--- config.mk ---
export PLATFORM = sky130hd
export DESIGN_NAME = length_prefixed_sum16_record_codec
export DESIGN_NICKNAME = d
export VERILOG_FILES = /design/src/lpsrc_pkg.sv /design/src/lpsrc_front.sv /design/src/lpsrc_cmd_fifo.sv /design/src/lpsrc_back.sv /design/src/length_prefixed_sum16_record_codec.sv
export SDC_FILE = /design/constraint.sdc
export NUM_CORES = 1
export LEC_CHECK = 0
export BUFFER_PORTS_ARGS = -buffer_cell sky130_fd_sc_hd__buf_2
export CAP_MARGIN = 25
export CORE_ASPECT_RATIO = 0.7
export CORE_MARGIN = 5
export CORE_UTILIZATION = 42
export DETAILED_ROUTE_END_ITERATION = 6
export PLACE_DENSITY = 0.57
export RECOVER_POWER = 50
export SETUP_SLACK_MARGIN = 0.15
export SLEW_MARGIN = 30
export SYNTH_ARGS = -nofsm -noshare
export SYNTH_HDL_FRONTEND = slang
export SYNTH_SLANG_ARGS = --single-unit
--- constraint.sdc ---
create_clock -name i_clk -period 2.9 [get_ports i_clk]
set_input_delay 0.29 -clock i_clk [delete_from_list [all_inputs] [get_ports i_clk]]
set_output_delay 0.29 -clock i_clk [all_outputs]
set_load 0.005 [all_outputs]
--- src/lpsrc_pkg.sv ---
`timescale 1ns / 1ps

package lpsrc_pkg;

    localparam int LEN_BITS = 16;

    localparam logic [15:0] LEN_MASK = (LEN_BITS >= 16) ? 16'hFFFF
                                     : 16'((64'd1 << LEN_BITS) - 64'd1);

    localparam logic [15:0] MAX_LEN_RST = 16'd8192;

    localparam int CMD_DEPTH = 4;
    localparam int CMD_PTR_W = $clog2(CMD_DEPTH);
    localparam int CMD_CNT_W = $clog2(CMD_DEPTH + 1);

    localparam logic CFG_MODE    = 1'b0;
    localparam logic CFG_MAX_LEN = 1'b1;

    localparam logic MODE_PACK   = 1'b0;
    localparam logic MODE_UNPACK = 1'b1;

    localparam logic FUNC_BEGIN = 1'b0;
    localparam logic FUNC_BYTE  = 1'b1;

    typedef enum logic [2:0] {
        PH_IDLE,
        PH_P_DATA,
        PH_U_LEN_H,
        PH_U_LEN_L,
        PH_U_DATA,
        PH_U_SUM_H,
        PH_U_SUM_L
    } t_phase;

    typedef enum logic [1:0] {
        ST_OK,
        ST_TOOLONG,
        ST_BADSUM,
        ST_STRAY
    } t_status;

    // DATA: one byte, optionally followed by the check word
    // HDR:  two length bytes, optionally followed by the check word
    // STAT: a single verdict
    typedef enum logic [1:0] {
        K_DATA,
        K_HDR,
        K_STAT
    } t_kind;

    typedef struct packed {
        t_kind       kind;
        logic [7:0]  b0;
        logic [7:0]  b1;
        logic [15:0] sum;
        logic        with_sum;
        t_status     status;
    } t_cmd;

    function automatic logic [15:0] len_mask(input logic [15:0] v);
        return v & LEN_MASK;
    endfunction

endpackage

--- src/lpsrc_front.sv ---
`timescale 1ns / 1ps

module lpsrc_front (
    input  logic                 i_clk,
    input  logic                 i_rst_n,
    input  logic                 i_accept,
    input  logic                 i_func,
    input  logic [7:0]           i_in_byte,
    input  logic [15:0]          i_record_len,
    input  logic                 i_cfg_we,
    input  logic                 i_cfg_idx,
    input  logic [15:0]          i_cfg_data,
    output logic                 o_cmd_push,
    output lpsrc_pkg::t_cmd      o_cmd
);

    lpsrc_pkg::t_phase r_phase, n_phase;
    logic              r_mode, n_mode;
    logic [15:0]       r_max_len, n_max_len;
    logic [15:0]       r_bytes_left, n_bytes_left;
    logic [15:0]       r_sum, n_sum;
    logic [7:0]        r_held, n_held;

    logic [15:0] w_begin_len;
    logic [15:0] w_parsed_len;
    logic [15:0] w_sum_b;
    logic [15:0] w_left_dec;

    assign w_begin_len  = lpsrc_pkg::len_mask(i_record_len);
    assign w_parsed_len = lpsrc_pkg::len_mask({r_held, i_in_byte});
    assign w_sum_b      = r_sum + {8'd0, i_in_byte};
    assign w_left_dec   = r_bytes_left - 16'd1;

    // next phase
    always_comb begin
        n_phase = r_phase;
        if (i_cfg_we && i_cfg_idx == lpsrc_pkg::CFG_MODE) begin
            n_phase = lpsrc_pkg::PH_IDLE;
        end else if (i_accept) begin
            if (i_func == lpsrc_pkg::FUNC_BEGIN) begin
                if (r_mode == lpsrc_pkg::MODE_PACK) begin
                    n_phase = (w_begin_len == 16'd0) ? lpsrc_pkg::PH_IDLE
                                                     : lpsrc_pkg::PH_P_DATA;
                end else begin
                    n_phase = lpsrc_pkg::PH_U_LEN_H;
                end
            end else begin
                unique case (r_phase)
                    lpsrc_pkg::PH_P_DATA: begin
                        if (w_left_dec == 16'd0) n_phase = lpsrc_pkg::PH_IDLE;
                    end
                    lpsrc_pkg::PH_U_LEN_H: n_phase = lpsrc_pkg::PH_U_LEN_L;
                    lpsrc_pkg::PH_U_LEN_L: begin
                        if (w_parsed_len > r_max_len) begin
                            n_phase = lpsrc_pkg::PH_IDLE;
                        end else if (w_parsed_len == 16'd0) begin
                            n_phase = lpsrc_pkg::PH_U_SUM_H;
                        end else begin
                            n_phase = lpsrc_pkg::PH_U_DATA;
                        end
                    end
                    lpsrc_pkg::PH_U_DATA: begin
                        if (w_left_dec == 16'd0) n_phase = lpsrc_pkg::PH_U_SUM_H;
                    end
                    lpsrc_pkg::PH_U_SUM_H: n_phase = lpsrc_pkg::PH_U_SUM_L;
                    default:               n_phase = lpsrc_pkg::PH_IDLE;
                endcase
            end
        end
    end

    // datapath and command
    always_comb begin
        n_mode       = r_mode;
        n_max_len    = r_max_len;
        n_bytes_left = r_bytes_left;
        n_sum        = r_sum;
        n_held       = r_held;
        o_cmd_push   = 1'b0;
        o_cmd.kind     = lpsrc_pkg::K_DATA;
        o_cmd.b0       = i_in_byte;
        o_cmd.b1       = 8'd0;
        o_cmd.sum      = w_sum_b;
        o_cmd.with_sum = 1'b0;
        o_cmd.status   = lpsrc_pkg::ST_OK;

        if (i_cfg_we) begin
            unique case (i_cfg_idx)
                lpsrc_pkg::CFG_MODE:    n_mode    = i_cfg_data[0];
                lpsrc_pkg::CFG_MAX_LEN: n_max_len = i_cfg_data;
            endcase
        end

        if (i_accept) begin
            if (i_func == lpsrc_pkg::FUNC_BEGIN) begin
                if (r_mode == lpsrc_pkg::MODE_PACK) begin
                    n_sum          = {8'd0, w_begin_len[15:8]} + {8'd0, w_begin_len[7:0]};
                    n_bytes_left   = w_begin_len;
                    o_cmd_push     = 1'b1;
                    o_cmd.kind     = lpsrc_pkg::K_HDR;
                    o_cmd.b0       = w_begin_len[15:8];
                    o_cmd.b1       = w_begin_len[7:0];
                    o_cmd.sum      = n_sum;
                    o_cmd.with_sum = (w_begin_len == 16'd0);
                end else begin
                    n_sum        = 16'd0;
                    n_bytes_left = 16'd0;
                end
            end else begin
                unique case (r_phase)
                    lpsrc_pkg::PH_P_DATA: begin
                        n_sum          = w_sum_b;
                        n_bytes_left   = w_left_dec;
                        o_cmd_push     = 1'b1;
                        o_cmd.with_sum = (w_left_dec == 16'd0);
                    end
                    lpsrc_pkg::PH_U_LEN_H: begin
                        n_held = i_in_byte;
                        n_sum  = w_sum_b;
                    end
                    lpsrc_pkg::PH_U_LEN_L: begin
                        n_sum = w_sum_b;
                        if (w_parsed_len > r_max_len) begin
                            o_cmd_push   = 1'b1;
                            o_cmd.kind   = lpsrc_pkg::K_STAT;
                            o_cmd.status = lpsrc_pkg::ST_TOOLONG;
                        end else begin
                            n_bytes_left = w_parsed_len;
                        end
                    end
                    lpsrc_pkg::PH_U_DATA: begin
                        n_sum        = w_sum_b;
                        n_bytes_left = w_left_dec;
                        o_cmd_push   = 1'b1;
                    end
                    lpsrc_pkg::PH_U_SUM_H: begin
                        n_held = i_in_byte;
                    end
                    lpsrc_pkg::PH_U_SUM_L: begin
                        o_cmd_push   = 1'b1;
                        o_cmd.kind   = lpsrc_pkg::K_STAT;
                        o_cmd.status = ({r_held, i_in_byte} == r_sum) ? lpsrc_pkg::ST_OK
                                                                       : lpsrc_pkg::ST_BADSUM;
                    end
                    default: begin
                        o_cmd_push   = 1'b1;
                        o_cmd.kind   = lpsrc_pkg::K_STAT;
                        o_cmd.status = lpsrc_pkg::ST_STRAY;
                    end
                endcase
            end
        end
    end

    always_ff @(posedge i_clk) begin
        if (!i_rst_n) begin
            r_phase      <= lpsrc_pkg::PH_IDLE;
            r_mode       <= lpsrc_pkg::MODE_PACK;
            r_max_len    <= lpsrc_pkg::MAX_LEN_RST;
            r_bytes_left <= 16'd0;
            r_sum        <= 16'd0;
            r_held       <= 8'd0;
        end else begin
            r_phase      <= n_phase;
            r_mode       <= n_mode;
            r_max_len    <= n_max_len;
            r_bytes_left <= n_bytes_left;
            r_sum        <= n_sum;
            r_held       <= n_held;
        end
    end

endmodule

--- src/lpsrc_cmd_fifo.sv ---
`timescale 1ns / 1ps

module lpsrc_cmd_fifo (
    input  logic             i_clk,
    input  logic             i_rst_n,
    input  logic             i_push,
    input  lpsrc_pkg::t_cmd  i_cmd,
    input  logic             i_pop,
    output lpsrc_pkg::t_cmd  o_head,
    output logic             o_empty,
    output logic             o_full
);

    lpsrc_pkg::t_cmd r_mem [lpsrc_pkg::CMD_DEPTH];

    logic [lpsrc_pkg::CMD_PTR_W-1:0] r_wptr, n_wptr;
    logic [lpsrc_pkg::CMD_PTR_W-1:0] r_rptr, n_rptr;
    logic [lpsrc_pkg::CMD_CNT_W-1:0] r_count, n_count;

    logic w_wr;
    logic w_rd;

    assign o_empty = (r_count == '0);
    assign o_full  = (r_count == lpsrc_pkg::CMD_CNT_W'(lpsrc_pkg::CMD_DEPTH));
    assign o_head  = r_mem[r_rptr];

    assign w_wr = i_push && !o_full;
    assign w_rd = i_pop && !o_empty;

    always_comb begin
        n_wptr  = r_wptr;
        n_rptr  = r_rptr;
        n_count = r_count;
        if (w_wr) begin
            if (r_wptr == lpsrc_pkg::CMD_PTR_W'(lpsrc_pkg::CMD_DEPTH - 1)) begin
                n_wptr = '0;
            end else begin
                n_wptr = r_wptr + lpsrc_pkg::CMD_PTR_W'(1);
            end
        end
        if (w_rd) begin
            if (r_rptr == lpsrc_pkg::CMD_PTR_W'(lpsrc_pkg::CMD_DEPTH - 1)) begin
                n_rptr = '0;
            end else begin
                n_rptr = r_rptr + lpsrc_pkg::CMD_PTR_W'(1);
            end
        end
        if (w_wr && !w_rd) begin
            n_count = r_count + lpsrc_pkg::CMD_CNT_W'(1);
        end else if (w_rd && !w_wr) begin
            n_count = r_count - lpsrc_pkg::CMD_CNT_W'(1);
        end
    end

    always_ff @(posedge i_clk) begin
        if (!i_rst_n) begin
            r_wptr  <= '0;
            r_rptr  <= '0;
            r_count <= '0;
        end else begin
            r_wptr  <= n_wptr;
            r_rptr  <= n_rptr;
            r_count <= n_count;
        end
    end

    always_ff @(posedge i_clk) begin
        if (w_wr) begin
            r_mem[r_wptr] <= i_cmd;
        end
    end

endmodule

--- src/lpsrc_back.sv ---
`timescale 1ns / 1ps

module lpsrc_back (
    input  logic             i_clk,
    input  logic             i_rst_n,
    input  lpsrc_pkg::t_cmd  i_head,
    input  logic             i_empty,
    input  logic             i_pop,
    output logic             o_head_done,
    output logic [7:0]       o_out_byte,
    output logic             o_is_status,
    output logic [1:0]       o_status,
    output logic             o_last
);

    logic [1:0] r_idx, n_idx;
    logic [1:0] w_slot;
    logic [1:0] w_last_idx;
    logic       w_take;
    logic       w_end;

    // slot: 0 first byte, 1 second length byte, 2 sum high, 3 sum low
    always_comb begin
        w_slot = r_idx;
        if (i_head.kind == lpsrc_pkg::K_DATA && r_idx != 2'd0) begin
            w_slot = r_idx + 2'd1;
        end
    end

    always_comb begin
        unique case (i_head.kind)
            lpsrc_pkg::K_DATA: w_last_idx = i_head.with_sum ? 2'd2 : 2'd0;
            lpsrc_pkg::K_HDR:  w_last_idx = i_head.with_sum ? 2'd3 : 2'd1;
            default:           w_last_idx = 2'd0;
        endcase
    end

    always_comb begin
        o_is_status = 1'b0;
        o_status    = lpsrc_pkg::ST_OK;
        unique case (w_slot)
            2'd0: o_out_byte = i_head.b0;
            2'd1: o_out_byte = i_head.b1;
            2'd2: o_out_byte = i_head.sum[15:8];
            2'd3: o_out_byte = i_head.sum[7:0];
        endcase
        if (i_head.kind == lpsrc_pkg::K_STAT) begin
            o_out_byte  = 8'd0;
            o_is_status = 1'b1;
            o_status    = i_head.status;
        end
    end

    // end of the head command; last only closes a record or a verdict
    assign w_end       = (r_idx == w_last_idx);
    assign o_last      = w_end && (i_head.with_sum || i_head.kind == lpsrc_pkg::K_STAT);
    assign w_take      = i_pop && !i_empty;
    assign o_head_done = w_take && w_end;

    always_comb begin
        n_idx = r_idx;
        if (w_take) begin
            n_idx = w_end ? 2'd0 : r_idx + 2'd1;
        end
    end

    always_ff @(posedge i_clk) begin
        if (!i_rst_n) begin
            r_idx <= 2'd0;
        end else begin
            r_idx <= n_idx;
        end
    end

endmodule

--- src/length_prefixed_sum16_record_codec.sv ---
`timescale 1ns / 1ps

// Channel   Handshake            Ports
// input     i_push / o_full      i_func, i_in_byte, i_record_len
// result    o_empty / i_pop      o_out_byte, o_is_status, o_status, o_last
// config    i_cfg_we             i_cfg_idx, i_cfg_data
//
// One input item per cycle while o_full is low; the front decodes it and may
// queue one command in a four-entry command queue. The back sends one result
// per cycle from the head command while i_pop is high and the queue is not
// empty; a data byte gives one result, a header or closing record up to four.
// o_full rises only on a full queue. Reset is synchronous, no clearing pass.

module length_prefixed_sum16_record_codec (
    input  logic        i_clk,
    input  logic        i_rst_n,
    input  logic        i_push,
    output logic        o_full,
    input  logic        i_func,
    input  logic [7:0]  i_in_byte,
    input  logic [15:0] i_record_len,
    output logic        o_empty,
    input  logic        i_pop,
    output logic [7:0]  o_out_byte,
    output logic        o_is_status,
    output logic [1:0]  o_status,
    output logic        o_last,
    input  logic        i_cfg_we,
    input  logic        i_cfg_idx,
    input  logic [15:0] i_cfg_data
);

    lpsrc_pkg::t_cmd w_cmd;
    lpsrc_pkg::t_cmd w_head;
    logic            w_cmd_push;
    logic            w_head_done;
    logic            w_accept;

    assign w_accept = i_push && !o_full;

    lpsrc_front u_front (
        .i_clk        (i_clk),
        .i_rst_n      (i_rst_n),
        .i_accept     (w_accept),
        .i_func       (i_func),
        .i_in_byte    (i_in_byte),
        .i_record_len (i_record_len),
        .i_cfg_we     (i_cfg_we),
        .i_cfg_idx    (i_cfg_idx),
        .i_cfg_data   (i_cfg_data),
        .o_cmd_push   (w_cmd_push),
        .o_cmd        (w_cmd)
    );

    lpsrc_cmd_fifo u_cmd_fifo (
        .i_clk   (i_clk),
        .i_rst_n (i_rst_n),
        .i_push  (w_cmd_push),
        .i_cmd   (w_cmd),
        .i_pop   (w_head_done),
        .o_head  (w_head),
        .o_empty (o_empty),
        .o_full  (o_full)
    );

    lpsrc_back u_back (
        .i_clk       (i_clk),
        .i_rst_n     (i_rst_n),
        .i_head      (w_head),
        .i_empty     (o_empty),
        .i_pop       (i_pop),
        .o_head_done (w_head_done),
        .o_out_byte  (o_out_byte),
        .o_is_status (o_is_status),
        .o_status    (o_status),
        .o_last      (o_last)
    );

endmodule
# Word-level counts from Yosys, hierarchy flattened
# Memories as Yosys holds them, arrays and structs flattened. A register that Yosys moved wholly into a read port is not among the register bits.
# Index checks and enable logic that the tools add are counted.
# Widths: inputs -> output; s select.
# op_classes
addsub	8
n_mul	0
n_div	0
order_cmp	1
eq_ne	21
shift	0
muxes	49
n_bitwise	2
n_reduce_logical	34
# op_table
cell	n
$mux 16	6
$logic_not 16->1	3
$mux 37	1
$mux 34	1
$mux 32	1
$pmux 16 s2	1
$pmux 8 s4	1
$mux 2	13
$mux 3	7
$add 16x8->16	1
$eq 16x16->1	1
$gt 16x16->1	1
$sub 16x1->16 const B	1
$pmux 3 s5	1
$eq 3x3->1 const B	4
$mux 1	12
$eq 2x2->1 const B	5
$logic_and 1x1->1	10
$add 8x8->9	1
$ne 3x2->1 const B	3
$reduce_and 3->1	3
$mux 8	1
$pmux 2 s2	2
$reduce_or 4->1	2
19 further kinds	33
# totals
ff_bits	69
latchBits	0
mem_bits_rw	148
romBits	0
input_bits	47
output_inout_bits	14
wordCells	126
memories	1
# memory_table
name	words	width	rd	rd_ports_with_merged_regs	write_ports	line_no	rtl
u_cmd_fifo.r_mem	4	37	1	1	1	lpsrc_cmd_fifo.sv:14	lpsrc_pkg::t_cmd r_mem [lpsrc_pkg::CMD_DEPTH];

# Depth between registers and ports, before layout
# Gate-level depths: netlist of run 1.
# depth
depth_word	10
ltp_mapped	14
ltp_nobuf	13

# Cells and area by module
# Synthesis of run 1 repeated with hierarchy kept, for this count alone.
# hier_totals
cells_unflattened	1011
area_unflattened_um2	11606.1
# modules_own_cells
mod	n_inst	cells_each	area_each_um2	seq_area_each_um2
lpsrc_cmd_fifo	1	244	5875.6	4624.4
lpsrc_front	1	666	4845.9	1201.2
lpsrc_back	1	100	870.8	40.0
length_prefixed_sum16_record_codec	1	1	13.8	0.0

# Least setup slack after synthesis of run 1
# No wires, ideal clock.
# synth_path
path_type	reg2reg
start	reg u_front.r_held[6]
end	mem u_cmd_fifo.r_mem[3][0] (netlist name), enable pin
setup_ns	0.398
arrival_time_ns	2.681
required_ns	2.502
setup_slack_ns	-0.179
stages_incl_launch_ff	9
n_path_buf	1
synth_period_minus_slack_ns	3.079
cell_sequence	dfxtp_1 ha_1 nand4_1 nor3_1 o31ai_1 a31o_2 buf_2 o21ai_1 and2_1
# synth_via
elab_chain_cells	8
# synth_lines
element	line_no	rtl
start, declared	lpsrc_front.sv:22	logic [7:0] r_held, n_held;
start signal, assigned	lpsrc_front.sv:169	r_held <= n_held;
$gt 16x16->1	lpsrc_front.sv:123	if (w_parsed_len > r_max_len) begin
$mux 1	lpsrc_front.sv:123	
$pmux 1 s2	lpsrc_front.sv:110	unique case (r_phase)
$mux 1	lpsrc_front.sv:95	if (i_func == lpsrc_pkg::FUNC_BEGIN) begin
$mux 1	lpsrc_front.sv:94	if (i_accept) begin
$logic_and 1x1->1	lpsrc_cmd_fifo.sv:27	assign w_wr = i_push && !o_full;
via u_cmd_fifo.w_wr	lpsrc_cmd_fifo.sv:20	logic w_wr;
$mux 1	lpsrc_cmd_fifo.sv:68	if (w_wr) begin
$mux 1 (not written as such)	lpsrc_cmd_fifo.sv:69	r_mem[r_wptr] <= i_cmd;
end, declared	lpsrc_cmd_fifo.sv:14	
# The timed path passes the listed nets, and every way through them passes these cells.

==> out/qor.yml, run 1 <==
status: "finished with violations"
violations: "negative setup slack"
power.total_w: 0.0100
fin_ws_ns: -0.0783
grt_pass1_wl_mm: 46.7
cp.required_ns: 2.61
setup_violations: 7
place_area_mm2: 0.0121
worstPathMaxFanout: 5
num_vias: 8246
clk_pin_slew_ns: 0.06
power_density_mw_per_mm2: 747
fp-row-count: 49
hpwlAfterDp_mm: 21.3
synth_top_area_share_pct: 40.1
period_needed_ns: 2.98
peakVddDrop_mv: 0.383
ys_warn_count: 0
hold_violations: 0
post_drt_wl_per_cell_um: 21.5
grt_use_total_pct: 20.0
synthCells: 965
fin_hold_ws_ns: 0.00683
netlist_top_cells_area: "edfxtp_1 (40%), dfxtp_1 (13%), mux4_2 (7.1%)"
syn_nets: 1056
num-nets-final: 1175
gp_congestion: 0.936
synth-edff-count: 148
die_h_um: 146
io_buffers: 60
grt_max_degree: 38
routed_wl_mm: 31.4
clock-root-buffer: "clkbuf_16"
drtAntennaViolNets: 0
syn_avg_cell_area_um2: 11.5
skew_ns: 0.0274
cts_made_buffers: 22
initial_core_util_pct: 42.9
fillers: 2301
grt_pass1_vias: 7711
diodes: 0
drc: 0
vias_per_cell: 5.66
die_w_um: 204
cts_tree: "yes"
critPathKind: "reg -> out"
drive_gt1_share_pct: 23.9
tightestPinTransition_ns: 0.869
first_pass_iters: 6
clock-sinks: 219
grt_antenna_before_repair: 1
synth_common_cells: "edfxtp_1 (148), nand2_1 (109), dfxtp_1 (71), nor2_1 (57), a21oi_1 (56)"
fmax_ghz: 0.336
finalCoreUtilization_pct: 51.9
ys_seq_area_share_pct: 52.9
die_area_mm2: 0.0298
h-tree-depth: 1
cap_violations: 0
period_share_pct: 103
core_mm2: 0.0259
cts_max_path_buffers: 3
yosysMostFrequentCell: "edfxtp_1"
clkLatencyLatePin_ns: 0.52
synthFlopType: "edfxtp_1"
drv_slew: 0
p_leak_nw: 4.86
startpoint_type: "register"
yosysUniqueCellTypes: 74
endpoint_kind: "output port"
synth-seq-cells: 219
grt_setup_unrepaired: "true"
io_pins: 61
drtIter0Drc: 859
arrival_ns: 2.69
setup_tns_ns: -0.383
slew-limit-headroom_pct: 42.0
yosys.area.top_type: "edfxtp_1"
syn_area_mm2: 0.0111
grt.overflow.total: 0
syn_to_final_growth_pct: 21.0
hp-class: "in -> reg"
synthArstFlopShare_pct: 0
final_design_area_no_fill_mm2: 0.0134
==> layout by cell type (no fill, tap or decap), types with 20 or more instances in the layout <==
cell type  count
dfxtp_1       64
ha_1          34
mux4_2        35
buf_4         54
buf_2         58
nand2_1      109
nand3_1       20
xnor2_1       28
nor2_1        56
edfxtp_1     148
o21ai_0       39
inv_1         36
clkbuf_16     26
a21oi_1       56
mux2i_1       24
==> where the power goes <==
group	internal [W]	switching [W]
Clock	0.00174	0.00122
Combinational	0.00146	0.00174
Sequential	0.00372	0.000150
==> critical path, stage by stage (launching register included) <==
cell and delay, ns:
dfxtp_4 0.39, mux4_2 0.56, nor3_4 0.25, nand2_4 0.12, o21ai_4 0.11, buf_12 0.16, mux2i_2 0.30, o22ai_1 0.13
buf_2 0.16
==> repair_timing <==
item | CTS | global route
hold buffers | 6 | 0
resized for setup | 28 | 31
setup buffers | 11 | 7
pin swaps | 10 | 11
cloned | 1 | 3
endpoints found under the setup margin | 9 | 110
endpoints found under the hold margin | 6 | 0
==> cell families after synthesis <==
group	after synthesis	share of synthesized area [%]
fa+ha+maj	44	5.17
simple gates	298	13.3
flops	219	52.9
xor+xnor	39	3.08
compound gates	207	12.2
buf+inv	92	3.48
mux	66	9.92
==> final timing paths <==
check | end | start | slack [ns] | cells after the start
max | o_out_byte[0] | register | -0.08 | 8
min | u_front.r_max_len[8]$_SDFFE_PN0P_ | i_cfg_data[8] | 0.007 | 3
max reg2reg | u_cmd_fifo.r_count[2]$_SDFFE_PN0P_ | u_front.r_max_len[9]$_SDFFE_PN0P_ | 0.05 | 13
min reg2reg | u_front.r_max_len[6]$_SDFFE_PN0P_ | u_front.r_max_len[6]$_SDFFE_PN0P_ | 0.45 | 2
==> metrics by stage <==
step / worst slack (ns) / cells
global placement: 0.129 / 1389
detailed placement: 0.0523 / 1389
finish: -0.0783 / 1457
floorplan: 0.173 / 965
CTS: -0.101 / 1447
global route: -0.193 / 1457
==> cell type report <==
| cell class | instances | area, um2 | area share (%) |
|---|---|---|---|
| clock buffer | 32 | 649 | 4.84 |
| sequential | 219 | 5880 | 43.8 |
| timing repair buffer | 147 | 1120 | 8.32 |
| inverter | 39 | 150 | 1.12 |
| multi-input combinational | 655 | 5080 | 37.8 |
| tap | 357 | 447 | 3.33 |
| clock inverter | 8 | 101 | 0.755 |
==> routing by layer <==
layer,vias up,routed length (um),track usage [%]
met5,-,0,0
met2,297,12900,28.0
met4,0,469,3.31
met3,33,2570,3.81
met1,4042,15400,32.5
li1,3874,-,-
==> registers in the layout, indices dropped and copies added (netlist names), named ones only <==
signal	count
u_cmd_fifo.r_count	3
u_front.r_mode	1
u_front.r_max_len	16
u_cmd_fifo.r_mem	148
u_front.r_phase	3
u_cmd_fifo.r_wptr	2
u_front.r_bytes_left	16
u_front.r_sum	16
u_cmd_fifo.r_rptr	2
u_front.r_held	8
u_back.r_idx	2
Power figures use the tool's default switching activity.
==> run 2, diff against run 1 <==
Settings changed: CTS_BUF_LIST set to sky130_fd_sc_hd__clkbuf_2.
Clock period 2.9 ns to 2.4 ns, I/O delays scaled along.
==> run 2 against run 1 <==
Effect of this change:
- non-clock buffer count increased by 194
- critical path type unchanged
- hold slack improved by 0.10 ns
- clock power decreased by 16%
- the flow still finishes with violations (negative setup slack)
- final area increased by 19%
- critical path depth unchanged
==> out/qor.yml, run 2 (synthesis gave the netlist of run 1 again) <==
period_needed_ns: 3.28
layout_commonest_cell: "edfxtp_1"
grt_use_total_pct: 24.3
grt_max_degree: 36
die_w_um: 204
grt_antenna_before_repair: 2
regMostFlops: "u_cmd_fifo.r_mem"
post_drt_wl_per_cell_um: 21.9
cap_violations: 0
die_h_um: 146
slew-limit-headroom_pct: 38.3
clock-sinks: 219
drtIter0Drc: 914
hp-class: "in -> reg"
setup_violations: 208
skew_ns: 0.0734
arrival_ns: 3.04
drtAntennaViolNets: 0
p_leak_nw: 6.10
vias_per_cell: 5.63
fmax_ghz: 0.305
cts_tree: "yes"
h-tree-depth: 2
status: "finished with violations"
path_cells: "mux4_2 -> nor3_4 -> nand2_2 -> o21ai_4 -> buf_6 -> mux2i_2 -> o22ai_1 -> buf_2"
grt.overflow.total: 0
hold_violations: 0
io_pins: 61
drc: 0
grt_setup_unrepaired: "true"
fp-row-count: 49
hpwlAfterDp_mm: 21.8
drive_gt1_share_pct: 40.0
period_share_pct: 137
initial_core_util_pct: 42.9
cp.required_ns: 2.16
grt_pass1_vias: 9214
clkLatencyLatePin_ns: 0.87
final_cell_mix: "edfxtp_1 (148), buf_4 (123), nand2_1 (106)"
endpoint_kind: "output port"
first_pass_iters: 5
final_design_area_no_fill_mm2: 0.0159
worst_path_max_delay_cell: "mux4_2"
cts_max_path_buffers: 3
clk_pin_slew_ns: 0.12
syn_to_final_growth_pct: 43.5
violations: "negative setup slack"
worstPathMaxFanout: 5
fin_ws_ns: -0.877
fillers: 2098
num_vias: 9589
largest_register_ffs: 148
critPathKind: "reg -> out"
io_buffers: 60
grt_pass1_wl_mm: 55.4
cts_made_buffers: 52
gp_congestion: 0.919
startpoint_type: "register"
power.total_w: 0.0124
core_mm2: 0.0259
place_area_mm2: 0.0127
routed_wl_mm: 37.3
tightestPinTransition_ns: 0.924
critPathMaxStageDelay_ns: 0.53
drv_slew: 0
power_density_mw_per_mm2: 782
peakVddDrop_mv: 0.340
num-nets-final: 1399
finalCoreUtilization_pct: 61.5
die_area_mm2: 0.0298
clock-root-buffer: "clkbuf_2"
[run 2: cell count changes in the layout (fill, tap and decap cells not counted), moves of 10 or more]
cell           delta
buf_12           +10
buf_16           +24
buf_4            +69
buf_6            +29
clkbuf_16        -25
clkbuf_2         +81
clkinv_1         +10
dfxtp_1          -10
dfxtp_2          +10
dlygate4sd3_1    +63
nor2_1           -12
o21ai_0          -14
[run 2: critical path: cells and delay by family (launching register included)]
kind	cells	cell delay, ns
flip-flops	1	0.43
multiplexers	2	0.76
AO/OA/AOI/OAI	2	0.32
buffers and inverters	2	0.33
AND/OR/NAND/NOR	2	0.36
[run 2: final cells by class]
class | instances | area, um2 | area share, %
tap | 357 | 447 | 2.81
timing repair buffer | 341 | 3420 | 21.5
sequential | 219 | 5890 | 37.0
clock inverter | 13 | 86.3 | 0.542
antenna | 1 | 2.50 | 0.0157
clock buffer | 79 | 395 | 2.48
inverter | 39 | 146 | 0.920
multi-input combinational | 655 | 5530 | 34.8
[run 2: what timing repair did]
item / 4_1_cts / 5_1_grt
hold buffers: 69 / 0
gates cloned: 26 / 1
buffers inserted: 36 / 17
setup endpoints to repair: 228 / 265
pin swaps: 30 / 40
hold endpoints to repair: 123 / 0
gates resized for setup: 131 / 108
[run 2: stage by stage]
stage          hold WS (ns)  std cells  setup slack, ns  TNS (ns)
2_1_floorplan         0.376        965           -0.308    -18.52
3_3_place_gp          0.446       1462           -0.338    -32.66
3_5_place_dp          0.447       1462           -0.372    -33.19
4_1_cts              0.0182       1685           -0.956    -34.12
5_1_grt               0.126       1704            -1.05    -78.37
6_report              0.108       1704           -0.877    -60.48
[run 2: path summary, 6_finish.rpt]
kind	from	to	slack (ns)	cells after the start
hold / removal	i_cfg_idx	u_front.r_max_len[4]$_SDFFE_PN0P_	0.11	4
setup reg to reg	u_front.r_max_len[14]$_SDFFE_PN0P_	u_cmd_fifo.r_count[2]$_SDFFE_PN0P_	-0.47	13
hold reg to reg	u_front.r_max_len[4]$_SDFFE_PN0P_	u_front.r_max_len[4]$_SDFFE_PN0P_	0.47	2
setup / recovery	u_cmd_fifo.r_mem[2][35]$_DFFE_PP_	o_out_byte[1]	-0.88	8
[run 2: report_power, final]
part	internal (W)	switching (W)	leakage [nW]
logic	0.00267	0.00260	3.77
registers	0.00450	0.000181	1.96
clock network	0.000985	0.00150	0.369
total	0.00816	0.00428	6.10
[run 2: metal layers]
metal  part of all wire, %  up-vias  wire length [um]  track usage, %
met5                 0.035        -                13               0
met4                   2.0        2               747            5.93
met3                   8.6       69              3220            5.08
met2                    44      440             16500            36.5
met1                    45     4713             16700            36.1
li1                      -     4365                 -               -
